## src/hw/rtl/hsv2rgb_pkg.sv

```systemverilog
// hsv2rgb_pkg: constants and the color packing function for the HSV to RGB converter.
// Depends on nothing. Used by hsv_to_rgb_converter.
`timescale 1ns / 1ps

package hsv2rgb_pkg;

  // Input and output widths
  localparam int HUE_W   = 9;
  localparam int CHAN_W  = 8;
  localparam int COLOR_W = 24;

  // Hue clamp and degree to 0..255 scaling: (hue*32)/45 == (hue*HUE_RECIP) >> HUE_SHIFT
  localparam logic [HUE_W-1:0] HUE_MAX_DEG = 9'd359;
  localparam logic [13:0]      HUE_RECIP   = 14'd11651;
  localparam int               HUE_PROD_W  = HUE_W + 14;
  localparam int               HUE_SHIFT   = 14;

  // Sextant width on the scaled hue
  localparam logic [7:0] SEXT_SPAN = 8'd43;

  // Sextant codes
  localparam logic [2:0] SEXT_RED_YEL = 3'd0;
  localparam logic [2:0] SEXT_YEL_GRN = 3'd1;
  localparam logic [2:0] SEXT_GRN_CYN = 3'd2;
  localparam logic [2:0] SEXT_CYN_BLU = 3'd3;
  localparam logic [2:0] SEXT_BLU_MAG = 3'd4;
  localparam logic [2:0] SEXT_MAG_RED = 3'd5;

  // Pack modes
  localparam logic PACK_RGB888 = 1'b0;
  localparam logic PACK_RGB565 = 1'b1;

  // Pack three channels as RGB888 or RGB565 (low 16 bits)
  function automatic logic [COLOR_W-1:0] pack_color(input logic mode,
                                                    input logic [CHAN_W-1:0] r,
                                                    input logic [CHAN_W-1:0] g,
                                                    input logic [CHAN_W-1:0] b);
    logic [COLOR_W-1:0] res;
    if (mode == PACK_RGB565) begin
      res = {8'd0, r[7:3], g[7:2], b[7:3]};
    end else begin
      res = {r, g, b};
    end
    return res;
  endfunction

endpackage

```

## src/hw/rtl/hsv_to_rgb_converter.sv

```systemverilog
// hsv_to_rgb_converter: five-stage pipelined HSV to RGB888/RGB565 converter.
// Depends on hsv2rgb_pkg.
`timescale 1ns / 1ps

// Usage
//   Input: a request is taken at a rising edge with start high and busy low.
//   busy is always low, so one pixel (in_hue_deg, in_saturation,
//   in_brightness) can be taken every cycle. Hue above 359 is treated as 359.
//   Output: out_valid strobes for one cycle with out_color; the receiver
//   cannot stall, so nothing is ever held back.
//   Pipeline: a request taken at an edge passes five register stages (hue
//   scale multiply, sextant split plus p multiply, s*r products, q/t
//   multiplies, select and pack) before it reaches the outputs. Throughput
//   is one pixel per clock, set by the fully pipelined multipliers.
//   Configuration: cfg_pack_565 is written when cfg_valid is high; cfg_ready
//   is always high. 0 packs R<<16|G<<8|B, 1 packs RGB565 in the low 16 bits.
//   Write it only while no pixel is in flight.
//   Reset (rst_n low, synchronous) clears all valid bits and selects RGB888.
module hsv_to_rgb_converter (
  input  logic                               clk,
  input  logic                               rst_n,
  // pixel requests
  input  logic                               start,
  output logic                               busy,
  input  logic [hsv2rgb_pkg::HUE_W-1:0]      in_hue_deg,
  input  logic [hsv2rgb_pkg::CHAN_W-1:0]     in_saturation,
  input  logic [hsv2rgb_pkg::CHAN_W-1:0]     in_brightness,
  // results
  output logic                               out_valid,
  output logic [hsv2rgb_pkg::COLOR_W-1:0]    out_color,
  // configuration
  input  logic                               cfg_valid,
  output logic                               cfg_ready,
  input  logic                               cfg_pack_565
);

  localparam int CW = hsv2rgb_pkg::CHAN_W;

  // Pack mode register
  logic pack_r;

  always_ff @(posedge clk) begin
    if (!rst_n) begin
      pack_r <= hsv2rgb_pkg::PACK_RGB888;
    end else if (cfg_valid && cfg_ready) begin
      pack_r <= cfg_pack_565;
    end
  end

  assign cfg_ready = 1'b1;
  assign busy      = 1'b0;

  // ---------------------------------------------------------------------
  // Stage 1: clamp hue and scale to 0..255 by reciprocal multiply
  // ---------------------------------------------------------------------
  logic                                   v1_r;
  logic [CW-1:0]                          h8_r, s1_r, b1_r;
  logic [hsv2rgb_pkg::HUE_W-1:0]          hue_clamp;
  logic [hsv2rgb_pkg::HUE_PROD_W-1:0]     hue_prod;
  logic [CW-1:0]                          h8_nxt;

  always_comb begin
    hue_clamp = (in_hue_deg > hsv2rgb_pkg::HUE_MAX_DEG) ? hsv2rgb_pkg::HUE_MAX_DEG
                                                        : in_hue_deg;
    hue_prod  = {14'd0, hue_clamp} * {9'd0, hsv2rgb_pkg::HUE_RECIP};
    h8_nxt    = hue_prod[hsv2rgb_pkg::HUE_SHIFT +: CW];
  end

  always_ff @(posedge clk) begin
    if (!rst_n) begin
      v1_r <= 1'b0;
    end else begin
      v1_r <= start && !busy;
    end
    h8_r <= h8_nxt;
    s1_r <= in_saturation;
    b1_r <= in_brightness;
  end

  // ---------------------------------------------------------------------
  // Stage 2: sextant and remainder*6 by compares; p = v*(255-s) >> 8
  // ---------------------------------------------------------------------
  logic          v2_r;
  logic [2:0]    sext2_r, sext_nxt;
  logic [CW-1:0] rem2_r, rem_nxt, p2_r, s2_r, b2_r;
  logic [CW-1:0] base;
  logic [5:0]    diff;
  logic [15:0]   p_prod;

  always_comb begin
    if (h8_r >= 8'd215) begin
      sext_nxt = hsv2rgb_pkg::SEXT_MAG_RED;
    end else if (h8_r >= 8'd172) begin
      sext_nxt = hsv2rgb_pkg::SEXT_BLU_MAG;
    end else if (h8_r >= 8'd129) begin
      sext_nxt = hsv2rgb_pkg::SEXT_CYN_BLU;
    end else if (h8_r >= 8'd86) begin
      sext_nxt = hsv2rgb_pkg::SEXT_GRN_CYN;
    end else if (h8_r >= hsv2rgb_pkg::SEXT_SPAN) begin
      sext_nxt = hsv2rgb_pkg::SEXT_YEL_GRN;
    end else begin
      sext_nxt = hsv2rgb_pkg::SEXT_RED_YEL;
    end
    // sextant start on the scaled hue
    base    = 8'(sext_nxt * hsv2rgb_pkg::SEXT_SPAN);
    diff    = 6'(h8_r - base);
    rem_nxt = {diff, 2'b00} + {1'b0, diff, 1'b0};
    p_prod  = {8'd0, b1_r} * {8'd0, 8'hFF - s1_r};
  end

  always_ff @(posedge clk) begin
    if (!rst_n) begin
      v2_r <= 1'b0;
    end else begin
      v2_r <= v1_r;
    end
    sext2_r <= sext_nxt;
    rem2_r  <= rem_nxt;
    p2_r    <= p_prod[15:8];
    s2_r    <= s1_r;
    b2_r    <= b1_r;
  end

  // ---------------------------------------------------------------------
  // Stage 3: complemented s*r and s*(255-r)
  // ---------------------------------------------------------------------
  logic          v3_r;
  logic [2:0]    sext3_r;
  logic [CW-1:0] p3_r, b3_r;
  logic          grey3_r;
  logic [15:0]   qa3_r, ta3_r, qa_nxt, ta_nxt;

  always_comb begin
    qa_nxt = 16'hFFFF - ({8'd0, s2_r} * {8'd0, rem2_r});
    ta_nxt = 16'hFFFF - ({8'd0, s2_r} * {8'd0, 8'hFF - rem2_r});
  end

  always_ff @(posedge clk) begin
    if (!rst_n) begin
      v3_r <= 1'b0;
    end else begin
      v3_r <= v2_r;
    end
    sext3_r <= sext2_r;
    p3_r    <= p2_r;
    b3_r    <= b2_r;
    grey3_r <= (s2_r == '0);
    qa3_r   <= qa_nxt;
    ta3_r   <= ta_nxt;
  end

  // ---------------------------------------------------------------------
  // Stage 4: q = v*qa >> 16, t = v*ta >> 16
  // ---------------------------------------------------------------------
  logic          v4_r;
  logic [2:0]    sext4_r;
  logic [CW-1:0] p4_r, q4_r, t4_r, b4_r;
  logic          grey4_r;
  logic [23:0]   q_prod, t_prod;

  always_comb begin
    q_prod = {16'd0, b3_r} * {8'd0, qa3_r};
    t_prod = {16'd0, b3_r} * {8'd0, ta3_r};
  end

  always_ff @(posedge clk) begin
    if (!rst_n) begin
      v4_r <= 1'b0;
    end else begin
      v4_r <= v3_r;
    end
    sext4_r <= sext3_r;
    p4_r    <= p3_r;
    q4_r    <= q_prod[23:16];
    t4_r    <= t_prod[23:16];
    b4_r    <= b3_r;
    grey4_r <= grey3_r;
  end

  // ---------------------------------------------------------------------
  // Stage 5: channel order by sextant, grey override, pack
  // ---------------------------------------------------------------------
  logic                                out_valid_r;
  logic                                out_pack_r;
  logic [hsv2rgb_pkg::COLOR_W-1:0]     color_r, color_nxt;
  logic [CW-1:0]                       ch_red, ch_grn, ch_blu;

  always_comb begin
    case (sext4_r)
      hsv2rgb_pkg::SEXT_RED_YEL: begin ch_red = b4_r; ch_grn = t4_r; ch_blu = p4_r; end
      hsv2rgb_pkg::SEXT_YEL_GRN: begin ch_red = q4_r; ch_grn = b4_r; ch_blu = p4_r; end
      hsv2rgb_pkg::SEXT_GRN_CYN: begin ch_red = p4_r; ch_grn = b4_r; ch_blu = t4_r; end
      hsv2rgb_pkg::SEXT_CYN_BLU: begin ch_red = p4_r; ch_grn = q4_r; ch_blu = b4_r; end
      hsv2rgb_pkg::SEXT_BLU_MAG: begin ch_red = t4_r; ch_grn = p4_r; ch_blu = b4_r; end
      default:                   begin ch_red = b4_r; ch_grn = p4_r; ch_blu = q4_r; end
    endcase
    // zero saturation: grey at the value level
    if (grey4_r) begin
      ch_red = b4_r;
      ch_grn = b4_r;
      ch_blu = b4_r;
    end
    color_nxt = hsv2rgb_pkg::pack_color(pack_r, ch_red, ch_grn, ch_blu);
  end

  always_ff @(posedge clk) begin
    if (!rst_n) begin
      out_valid_r <= 1'b0;
    end else begin
      out_valid_r <= v4_r;
    end
    color_r    <= color_nxt;
    out_pack_r <= pack_r;
  end

  assign out_valid = out_valid_r;
  assign out_color = color_r;

  // ---------------------------------------------------------------------
  // Assertions
  // ---------------------------------------------------------------------
  // every request comes out of the pipeline as a result
  a_latency: assert property (@(posedge clk) disable iff (!rst_n)
    (start && !busy) |-> ##5 out_valid)
    else $error("request did not produce a result after five cycles");

  // no result appears without a matching earlier request
  a_no_spurious: assert property (@(posedge clk) disable iff (!rst_n)
    out_valid |-> $past(start && !busy, 5))
    else $error("result without a matching request");

  // RGB565 results keep the upper byte clear
  a_565_upper: assert property (@(posedge clk) disable iff (!rst_n)
    (out_valid && out_pack_r == hsv2rgb_pkg::PACK_RGB565) |-> (out_color[23:16] == 8'd0))
    else $error("RGB565 result has nonzero upper byte");

  // reset leaves the output strobe low
  a_reset_clear: assert property (@(posedge clk)
    !rst_n |=> !out_valid)
    else $error("result strobe high right after reset");

endmodule
```

## config.mk

```make
export PLATFORM = sky130hd
export DESIGN_NAME = hsv_to_rgb_converter
export DESIGN_NICKNAME = d
export VERILOG_FILES = /design/src/hw/rtl/hsv2rgb_pkg.sv /design/src/hw/rtl/hsv_to_rgb_converter.sv
export SDC_FILE = /design/constraint.sdc
export NUM_CORES = 1
export LEC_CHECK = 0
export BUFFER_PORTS_ARGS = -buffer_cell sky130_fd_sc_hd__clkbuf_2
export CORE_ASPECT_RATIO = 1.25
export CORE_MARGIN = 3
export CORE_UTILIZATION = 30
export DETAILED_ROUTE_END_ITERATION = 10
export PLACE_DENSITY = 0.47
export SYNTH_ARGS = -nofsm -noshare
export SYNTH_HDL_FRONTEND = slang
export SYNTH_SLANG_ARGS = --single-unit
```

## constraint.sdc

```tcl
create_clock -name clk -period 9.33 [get_ports clk]
set_input_delay 1.866 -clock clk [delete_from_list [all_inputs] [get_ports clk]]
set_output_delay 1.866 -clock clk [all_outputs]
set_load 0.005 [all_outputs]
```

# [Word level (Yosys, flattened, before mapping)]
# Index checks and enable logic that the tools add are counted.
[word_totals] regBits=177 inputBits=30 word_cells=70 output_inout_bits=27
[op_classes] n_reduce_logical=6 n_mux=13 eq_ne=4 multipliers=7 magnitude_cmp=6 n_addsub=6
[op_table] cell="8-bit one-hot mux with 3 select lines" count=3
[op_table] cell="8-bit by 16-bit multiplier with 24-bit output" count=2
[op_table] cell="8-bit by 8-bit multiplier with 16-bit output" count=3
[op_table] cell="16-bit subtractor (first input constant)" count=2
[op_table] cell="8-bit greater-or-equal comparator (second input constant)" count=3
[op_table] cell="8-bit two-way mux" count=3
[op_table] cell="9-bit by 14-bit multiplier with 22-bit output (second input constant)" count=1
[op_table] cell="16-bit two-way mux" count=1
[op_table] cell="8-bit subtractor (first input constant)" count=2
[op_table] cell="9-bit > comparator (second input constant)" count=1
[op_table] cell="9-bit two-way mux" count=1
[op_table] cell="8-bit by 7-bit adder with 8-bit output" count=1
[op_table] cell="8-bit by 6-bit greater-or-equal comparator with 1-bit output (second input constant)" count=1
[op_table] cell="8-bit by 7-bit greater-or-equal comparator with 1-bit output (second input constant)" count=1
[op_table] cell="8-bit logical NOT" count=1
[op_table] cell="2-bit OR reduction" count=4
[op_table] cell="3-bit by 2-bit == test with 1-bit output (second input constant)" count=2
[op_table] cell="3-bit by 6-bit multiplier with 6-bit output (second input constant)" count=1
[op_table] cell="3-bit two-way mux" count=2
[op_table] cell="6-bit subtractor" count=1
[op_table] cell="2-bit two-way mux" count=2
[op_table] cell="3-bit by 1-bit == test with 1-bit output (second input constant)" count=1
[op_table] cell="3-bit == test (second input constant)" count=1
[op_table] cell="3-bit logical NOT" count=1
[op_table] cell="1-bit two-way mux" count=1

# [Depth between registers and ports, before layout]
# Gate-level depths: netlist of run 1.
[depth] ltp_word=9 depth_mapped=20 depth_no_buf=20

# [Worst setup path after synthesis of run 1]
# Ideal clock, no wire load.
[synth_path] path_kind="input -> register" start="input port in_hue_deg[4] in the netlist's numbering" end="register h8_r[7]" path_slack_ns=2.557 required_time_ns=9.209 arrival_ns=6.653 path_stages=19 setup_time_ns=0.121 path_buffers=0 cell_sequence="o211a_1 > o21ai_0 > nand2b_1 > ha_1 > inv_1 > fa_1 > inv_1 > fa_1 > inv_1 > fa_1 > inv_1 > ha_1 > and4_1 > nor4b_1 > a2111oi_0 > o21ai_0 > a21oi_1 > o21bai_1 > xnor2_1"
[synth_between] elab_chain_len=3
[synth_rtl] item="from (decl)" line_no="hsv_to_rgb_converter.sv:25" source="input logic [hsv2rgb_pkg::HUE_W-1:0] in_hue_deg,"
[synth_rtl] item="9-bit > comparator" line_no="hsv_to_rgb_converter.sv:63" source="hue_clamp = (in_hue_deg > hsv2rgb_pkg::HUE_MAX_DEG) ? hsv2rgb_pkg::HUE_MAX_DEG"
[synth_rtl] item="9-bit two-way mux (*)" line_no="hsv_to_rgb_converter.sv:63"
[synth_rtl] item="9-bit by 14-bit multiplier with 22-bit output (*)" line_no="hsv_to_rgb_converter.sv:65" source="hue_prod = {14'd0, hue_clamp} * {9'd0, hsv2rgb_pkg::HUE_RECIP};"
[synth_rtl] item="net hue_prod, one bit" line_no="hsv_to_rgb_converter.sv:59" source="logic [hsv2rgb_pkg::HUE_PROD_W-1:0] hue_prod;"
[synth_rtl] item="to (signal assigned)" line_no="hsv_to_rgb_converter.sv:75" source="h8_r <= h8_nxt;"
[synth_rtl] item="to (decl)" line_no="hsv_to_rgb_converter.sv:57" source="logic [CW-1:0] h8_r, s1_r, b1_r;"
# Mark *: on every way through the listed nets, which the timed path passes. The rest lies on a longest branch.
# A chain may end at the register's enable or synchronous reset.

# [Final worst setup path of run 1]
# Same ends and word-level chain as after synthesis.

==> results of run 1 <==
[stage by stage]
step | area, sq um | hold WS (ns) | setup slack (ns) | utilization | cells
after floorplan | 20180 | 0.3096 | 2.557 | - | 2192
after global placement | 21350 | 0.3111 | 1.947 | 0.3231 | 3048
after detailed placement | 21350 | 0.3121 | 1.897 | 0.3231 | 3048
after CTS | 21990 | 0.3215 | 2.434 | 0.3327 | 3080
after global routing | 21990 | 0.3287 | 1.952 | 0.3327 | 3080
final | 21990 | 0.3237 | 2.483 | 0.3327 | 3080
[cells by family (layout without fill, tap and decap cells)]
kind of cell | Yosys count | in the layout | synth area share
xor+xnor | 62 | 62 | 0.02691
fa+ha+maj | 548 | 548 | 0.4484
simple gates | 629 | 629 | 0.1627
compound gates | 226 | 226 | 0.07304
flops | 175 | 175 | 0.1736
mux | 38 | 38 | 0.01941
other cells | 2 | 2 | 0.0003721
buf+inv | 512 | 544 | 0.09560
[worst register-to-register path, delay by kind of cell, from the launching register on]
kind	cells	cell delay [ns]
AO/OA/AOI/OAI	6	1.45
adder cells (fa/ha/maj)	5	2.27
buffers and inverters	5	0.43
flip-flops	1	0.30
AND/OR/NAND/NOR	3	0.61
[final cells by class]
class,count,area (sq um),share of cell area
well taps,856,1071,0.04871
clock buffers,17,425.4,0.01935
multi-input cells,1505,14750,0.6707
clock inverters,15,212.7,0.009674
flip-flops and latches,175,3503,0.1593
inverters,448,1682,0.07648
repair buffers,64,345.3,0.01571
[routing by layer]
metal  track usage  wire length, microns  up-vias
met2        0.2609                 24190      176
met3       0.01935                  1075       53
met5             0                     0        -
met4       0.04205                   930        0
met1        0.1701                 20470     7077
li1              -                     -     6834
[cell usage in the layout, fill, tap and decap left out, types with 14 or more instances in the layout]
cell type | netlist | routed
sky130_fd_sc_hd__a21o_1 | 23 | 23
sky130_fd_sc_hd__a21oi_1 | 52 | 52
sky130_fd_sc_hd__and2_1 | 182 | 182
sky130_fd_sc_hd__clkbuf_16 | 0 | 17
sky130_fd_sc_hd__clkbuf_2 | 0 | 54
sky130_fd_sc_hd__dfxtp_1 | 175 | 175
sky130_fd_sc_hd__fa_1 | 292 | 292
sky130_fd_sc_hd__ha_1 | 256 | 256
sky130_fd_sc_hd__inv_1 | 447 | 447
sky130_fd_sc_hd__mux2i_1 | 29 | 29
sky130_fd_sc_hd__nand2_1 | 180 | 180
sky130_fd_sc_hd__nand2b_1 | 70 | 70
sky130_fd_sc_hd__nor2_1 | 85 | 85
sky130_fd_sc_hd__nor2b_1 | 50 | 50
sky130_fd_sc_hd__nor3_1 | 14 | 14
sky130_fd_sc_hd__o21ai_0 | 65 | 65
sky130_fd_sc_hd__xnor2_1 | 47 | 47
sky130_fd_sc_hd__xor2_1 | 15 | 15
[path summary, 6_finish.rpt]
kind / start / slack (ns) / cells past startpoint / to
worst max-delay path: in_hue_deg[4] / 2.48 / 20 / h8_r[7]
worst min-delay path: p2_r[7] / 0.32 / 0 / p3_r[7]
worst max register to register: b3_r[2] / 4.15 / 19 / t4_r[7]
worst min register to register: p2_r[7] / 0.32 / 0 / p3_r[7]
==> flow_results.org, run 1 <==
** STA
- Period Utilization, post-route :: 0.7339
- Clock Skew :: 0.01714 ns
- Hold Fails Final Rpt :: 0
- Setup violations remaining at the end of the flow were counted as 0.
- The routed design could run at a clock period as short as 6.847 ns.
- For the pin with the worst max-slew slack, the measured transition is 1.113 ns.
- Static timing analysis puts the maximum clock frequency at 146.0 MHz.
- Relative max-transition margin :: 0.2567
- Unrepaired setup endpoints after global routing :: false
- Final setup TNS :: 0 ns
- The number of pins with negative max-slew slack in the final report is 0.

** Flow run
- Max-cap violations in this run came to 0.

** Placed design
- After legalization and detailed placement, the total HPWL measured 36680 microns.
- Placer congestion estimate :: 0.8245
- The count of buffers added on input and output ports is 54.

** Final layout
- Of the cells placed in the final design, the portion with a size suffix greater than 1 is 0.05171.
- Filler cells :: 6887
- The number of antenna diodes in the final layout is 0.
- Max reg flops :: 24
- The net count of the finished layout is 2789.
- Relative area change from synthesis to final layout :: 8.953%

** Die
- The floorplan has 105 rows.
- Die width :: 238.0 microns
- Overall die area :: 70440 sq um
- I/O pins :: 57
- Die height :: 296.0 microns
- Core region area :: 66080 sq um
- Starting density of the core :: 0.3054

** Detailed routing
- The final route contains 14.14k vias.
- Drt drc :: 0
- Number of design-rule violations left by the first detailed-router iteration :: 515
- Detail Route Antenna Nets :: 0
- Dividing the detail-routed wire length by the instance count gives 15.15 microns.
- Final WL :: 46660 microns
- Dividing the detail-routed via count by the number of cells gives 4.591.
- Number of iterations in the first detailed-routing pass :: 5

** CTS
- Clock transition at the registers of the reported paths :: 0.08 ns
- Clock tree synthesis selected as its root buffer the cell sky130_fd_sc_hd__clkbuf_16.
- Htree depth :: 4
- Number of resized instances in the post-cts repair step :: 0
- TritonCTS clock tree :: built
- Post-CTS setup buffer count :: 0
- TritonCTS created 17 clock buffers.
- Counting every sink on the clock net gives 175.
- For the worst-skew pair, the clock arrives at the later sink with an insertion delay of 0.48 ns.
- Count of hold-fix buffers inserted at cts :: 0
- Worst-case clock buffer depth :: 2

** Global route
- Entering global routing, the biggest net connects 35 pins.
- The first global-routing pass estimated 79270 microns of wire.
- GRT Util Overall :: 0.1410
- Number of antenna violations at the first check in global routing :: 0
- Vias in the first global route :: 15.56k
- Overflow after GRT :: 0

** Synthesis
- In this run the cell area of the synthesized design comes to 20180 sq um.
- Asr flop ratio synth :: 0
- The share of synthesized area in the top cell type comes to 0.2897.
- After synthesis the netlist holds a flip-flop and latch count of 175.
- Number of cells produced by synthesis :: 2192
- The synthesized netlist contains 65 unique library cells.
- Library cell with the highest instance count after synthesis :: sky130_fd_sc_hd__inv_1
- Net count of the mapped netlist :: 2770
- For this run, the leading register cell type out of synthesis is sky130_fd_sc_hd__dfxtp_1.
- Number of warnings printed during yosys synthesis :: 0
- Most area-hungry cell type in the Yosys netlist :: sky130_fd_sc_hd__fa_1
- Sorting the synthesized cells by area gives the leading types as sky130_fd_sc_hd__fa_1, sky130_fd_sc_hd__dfxtp_1, sky130_fd_sc_hd__ha_1, sky130_fd_sc_hd__inv_1, sky130_fd_sc_hd__and2_1.
- Average size of a mapped cell :: 9.206 sq um
- In this run, synthesis inferred 0 flip-flops with an integrated enable.
- Counting instances in the post-synthesis netlist gives the leading cell types as sky130_fd_sc_hd__inv_1, sky130_fd_sc_hd__fa_1, sky130_fd_sc_hd__ha_1.
- Seq/Total Area, Yosys :: 0.1736

** Worst setup path
- Worst Setup End Kind :: register
- Along the worst path, the maximum fanout reaches 7.
- Cell breakdown of the critical path :: clkbuf_2 > o211a_1 > o21ai_0 > nand2b_1 > ha_1 > inv_1 > fa_1 > inv_1 > fa_1 > inv_1 > fa_1 > inv_1 > ha_1 > and4_1 > nor4b_1 > a2111oi_0 > o21ai_0 > a21oi_1 > o21bai_1 > xnor2_1
- Required time worst endpoint :: 9.69 ns
- Critical Path Slowest Stage Cell :: sky130_fd_sc_hd__a2111oi_0
- Critical path startpoint category :: input port
- Buf/Inv on CP :: 5
- The worst setup path is of the input port to register kind.
- At the worst endpoint, the arrival time is 7.21 ns.
- Critical Path Max Stage Delay :: 0.72 ns
- On the critical path the largest part of the delay comes from adder cells.
- In this design, the critical path's most frequently occurring cell is sky130_fd_sc_hd__inv_1.

** Hold path
- The tightest min-delay check is of the register to register type.

** Run status
- Run status :: finished clean
Power of run 1 is not shown: default switching activity piles up to over one toggle a cycle in this logic, so the estimate is an artifact.
==> run 2, diff against run 1 <==
==> constraint.sdc (replaced) <==
create_clock -name clk -period 6.74 [get_ports clk]
set_input_delay 1.348 -clock clk [delete_from_list [all_inputs] [get_ports clk]]
set_output_delay 1.348 -clock clk [all_outputs]
set_load 0.005 [all_outputs]
==> flow_results.org, run 2 (synthesis gave the netlist of run 1 again) <==
** CTS
- The clock latency at the later pin of the worst-skew pair was 0.48 ns (about the same).
- TritonCTS clock tree :: built
- The cts-stage hold buffer count came to 0 (unchanged).
- The number of buffers inserted during clock tree synthesis was 17 (unchanged).
- The CTS clock-pin slew for the worst setup and hold paths is 0.08 ns (about the same).
- Worst-case clock buffer depth :: 2 (unchanged)
- Number of resized instances in the post-cts repair step :: 0 (unchanged)
- The deepest level of the CTS H-tree was 4 (unchanged).
- The post-CTS setup buffer count came to 0 (unchanged).
- The total number of clock tree sinks was 175 (unchanged).
- Clk Tree Root Cell :: sky130_fd_sc_hd__clkbuf_16

** Final layout
- The post-layout instance count excluding filler cells came to 3090 (+0.32%).
- The library cell used most frequently in the layout, excluding fill and tap cells, is sky130_fd_sc_hd__inv_1.
- Filler cells :: 6901 (+0.20%)
- Share of post-route cells with drive strength above 1 :: 0.05595 (+0.004245)
- Total Nets Final :: 2799 (+0.36%)
- Top library cells by usage in the layout, fill and taps aside :: sky130_fd_sc_hd__inv_1, sky130_fd_sc_hd__fa_1, sky130_fd_sc_hd__ha_1, sky130_fd_sc_hd__and2_1, sky130_fd_sc_hd__nand2_1
- The area growth from synthesis to layout is 9.480%.
- The flip-flop count of the largest register after layout was 24 (unchanged).
- Number of inserted diodes :: 0 (unchanged)

** Die
- Floorplan row count :: 105 (unchanged)
- Die width :: 238.0 microns (unchanged)
- The I/O pin total is 57 (unchanged).
- The die footprint was 70440 sq um (unchanged).
- Core region area :: 66080 sq um (unchanged)
- The vertical die dimension was 296.0 microns (unchanged).
- The starting density of the core was 0.3054 (unchanged).

** STA
- Dividing the final minimum period by the clock period gives 0.8537.
- Hold Fails Final Rpt :: 0 (unchanged)
- The number of pins with negative max-slew slack in the final report was 0 (unchanged).
- The final critical-path setup slack was 0.9861 ns (-1.497 ns).
- The relative max-transition margin was 0.2645 (+0.007796).
- Based on the critical path, the design can be clocked at up to 173.8 MHz.
- The total negative slack came to 0 ns (unchanged).
- For the finished layout, the period the worst path requires is 5.754 ns.
- Pin slew with the least headroom to its limit :: 1.102 ns (-0.01168 ns)
- The final number of setup-violating endpoints was 0 (unchanged).
- Setup repair after global routing left no endpoint under its margin.
- The worst clock skew came to 0.01446 ns (-0.002682 ns).

** Placed design
- The setup slack after placement was 0.4890 ns (-1.408 ns).
- The routability congestion estimate from global placement was 0.7889 (-4.3%).
- Port Buffers :: 54 (unchanged)
- The number of cells after detailed placement is 3058 (+0.33%).
- HPWL reported at the end of detailed placement :: 38230 microns (+4.2%)

** Worst setup path
- Crit Path Max Fanout :: 7 (unchanged)
- The signal on the critical path passes through clkbuf_2 > o211a_1 > o21ai_0 > buf_4 > nand2b_1 > ha_1 > inv_1 > fa_1 > inv_1 > fa_1 > inv_1 > fa_1 > inv_1 > ha_1 > and4_1 > nor4b_1 > a2111oi_0 > buf_4 > o21ai_0 > a21oi_1 > o21bai_1 > xnor2_1.
- The maximum single-stage delay on the critical path was 0.53 ns (-0.19 ns).
- Critical path startpoint category :: input port
- The worst setup path is captured at a register.
- Required time worst endpoint :: 7.11 ns (-2.58 ns)
- Crit path DAT :: 6.12 ns (-1.09 ns)
- CP dominant cell by count :: sky130_fd_sc_hd__inv_1
- Critical Path Slowest Stage Cell :: sky130_fd_sc_hd__fa_1
- Crit Path Class :: input port to register
- Among cell families on the critical path, the largest total delay comes from adder cells.
- The sum of buffers and inverters on the critical path came to 7 (+2).

** Detailed routing
- Vias per cell :: 4.549 (-0.92%)
- Drt drc :: 0 (unchanged)
- Drt wl/cell :: 15.18 microns (+0.21%)
- The remaining antenna violation count after routing came to 0 (unchanged).
- Total number of vias :: 14.06k (-0.59%)
- Number of iterations in the first detailed-routing pass :: 5 (unchanged)
- The number of design-rule violations left by the first detailed-router iteration came to 603 (+17%).
- The routed wire length came to 46910 microns (+0.54%).

** Global route
- The global router's overall resource usage came to 0.1426 (+0.001628).
- Global-route wire length before repair :: 80490 microns (+1.5%)
- The number of antenna violations at the first check in global routing is 0 (unchanged).
- Vias in the first global route :: 15.82k (+1.6%)
- The sum of overflow across all layers after global routing was 0 (unchanged).
- The largest net degree at the start of global routing is 35 (unchanged).

** Flow run
- The number of maximum-capacitance violations came to 0 (unchanged).

** Run status
- Run status :: finished clean

** Hold path
- The min-delay analysis places its worst path in the category register to register.
[run 2: area by class of cell]
| class | instances | area, sq um | share of cell area |
|---|---|---|---|
| clock buffers | 17 | 425.4 | 0.01925 |
| clock inverters | 15 | 231.5 | 0.01048 |
| inverters | 448 | 1682 | 0.07611 |
| multi-input cells | 1505 | 14750 | 0.6675 |
| flip-flops and latches | 175 | 3503 | 0.1586 |
| well taps | 856 | 1071 | 0.04848 |
| repair buffers | 74 | 432.9 | 0.01959 |
[run 2: final timing paths]
path / from / end / slack [ns] / cells past startpoint
setup / recovery: in_hue_deg[4] / h8_r[7] / 0.99 / 22
hold / removal: p3_r[6] / p4_r[6] / 0.33 / 0
setup reg to reg: b3_r[5] / t4_r[7] / 1.33 / 16
hold reg to reg: p3_r[6] / p4_r[6] / 0.33 / 0
[run 2: metrics by stage]
stage / util / instance area, sq um / hold WS, ns
2_1_floorplan: - / 20180 / 0.3096
3_3_place_gp: 0.3244 / 21440 / 0.3112
3_5_place_dp: 0.3244 / 21440 / 0.3121
4_1_cts: 0.3343 / 22090 / 0.3316
5_1_grt: 0.3343 / 22090 / 0.3334
6_report: 0.3343 / 22090 / 0.3301
[run 2: metal layers]
metal / up-vias / routed length, microns / GRT usage
met5: - / 0 / 0
met3: 57 / 1275 / 0.02111
met2: 180 / 24410 / 0.2656
met4: 0 / 1095 / 0.04323
met1: 6981 / 20130 / 0.1695
li1: 6838 / - / -
Power of run 2 is left out for the same reason.
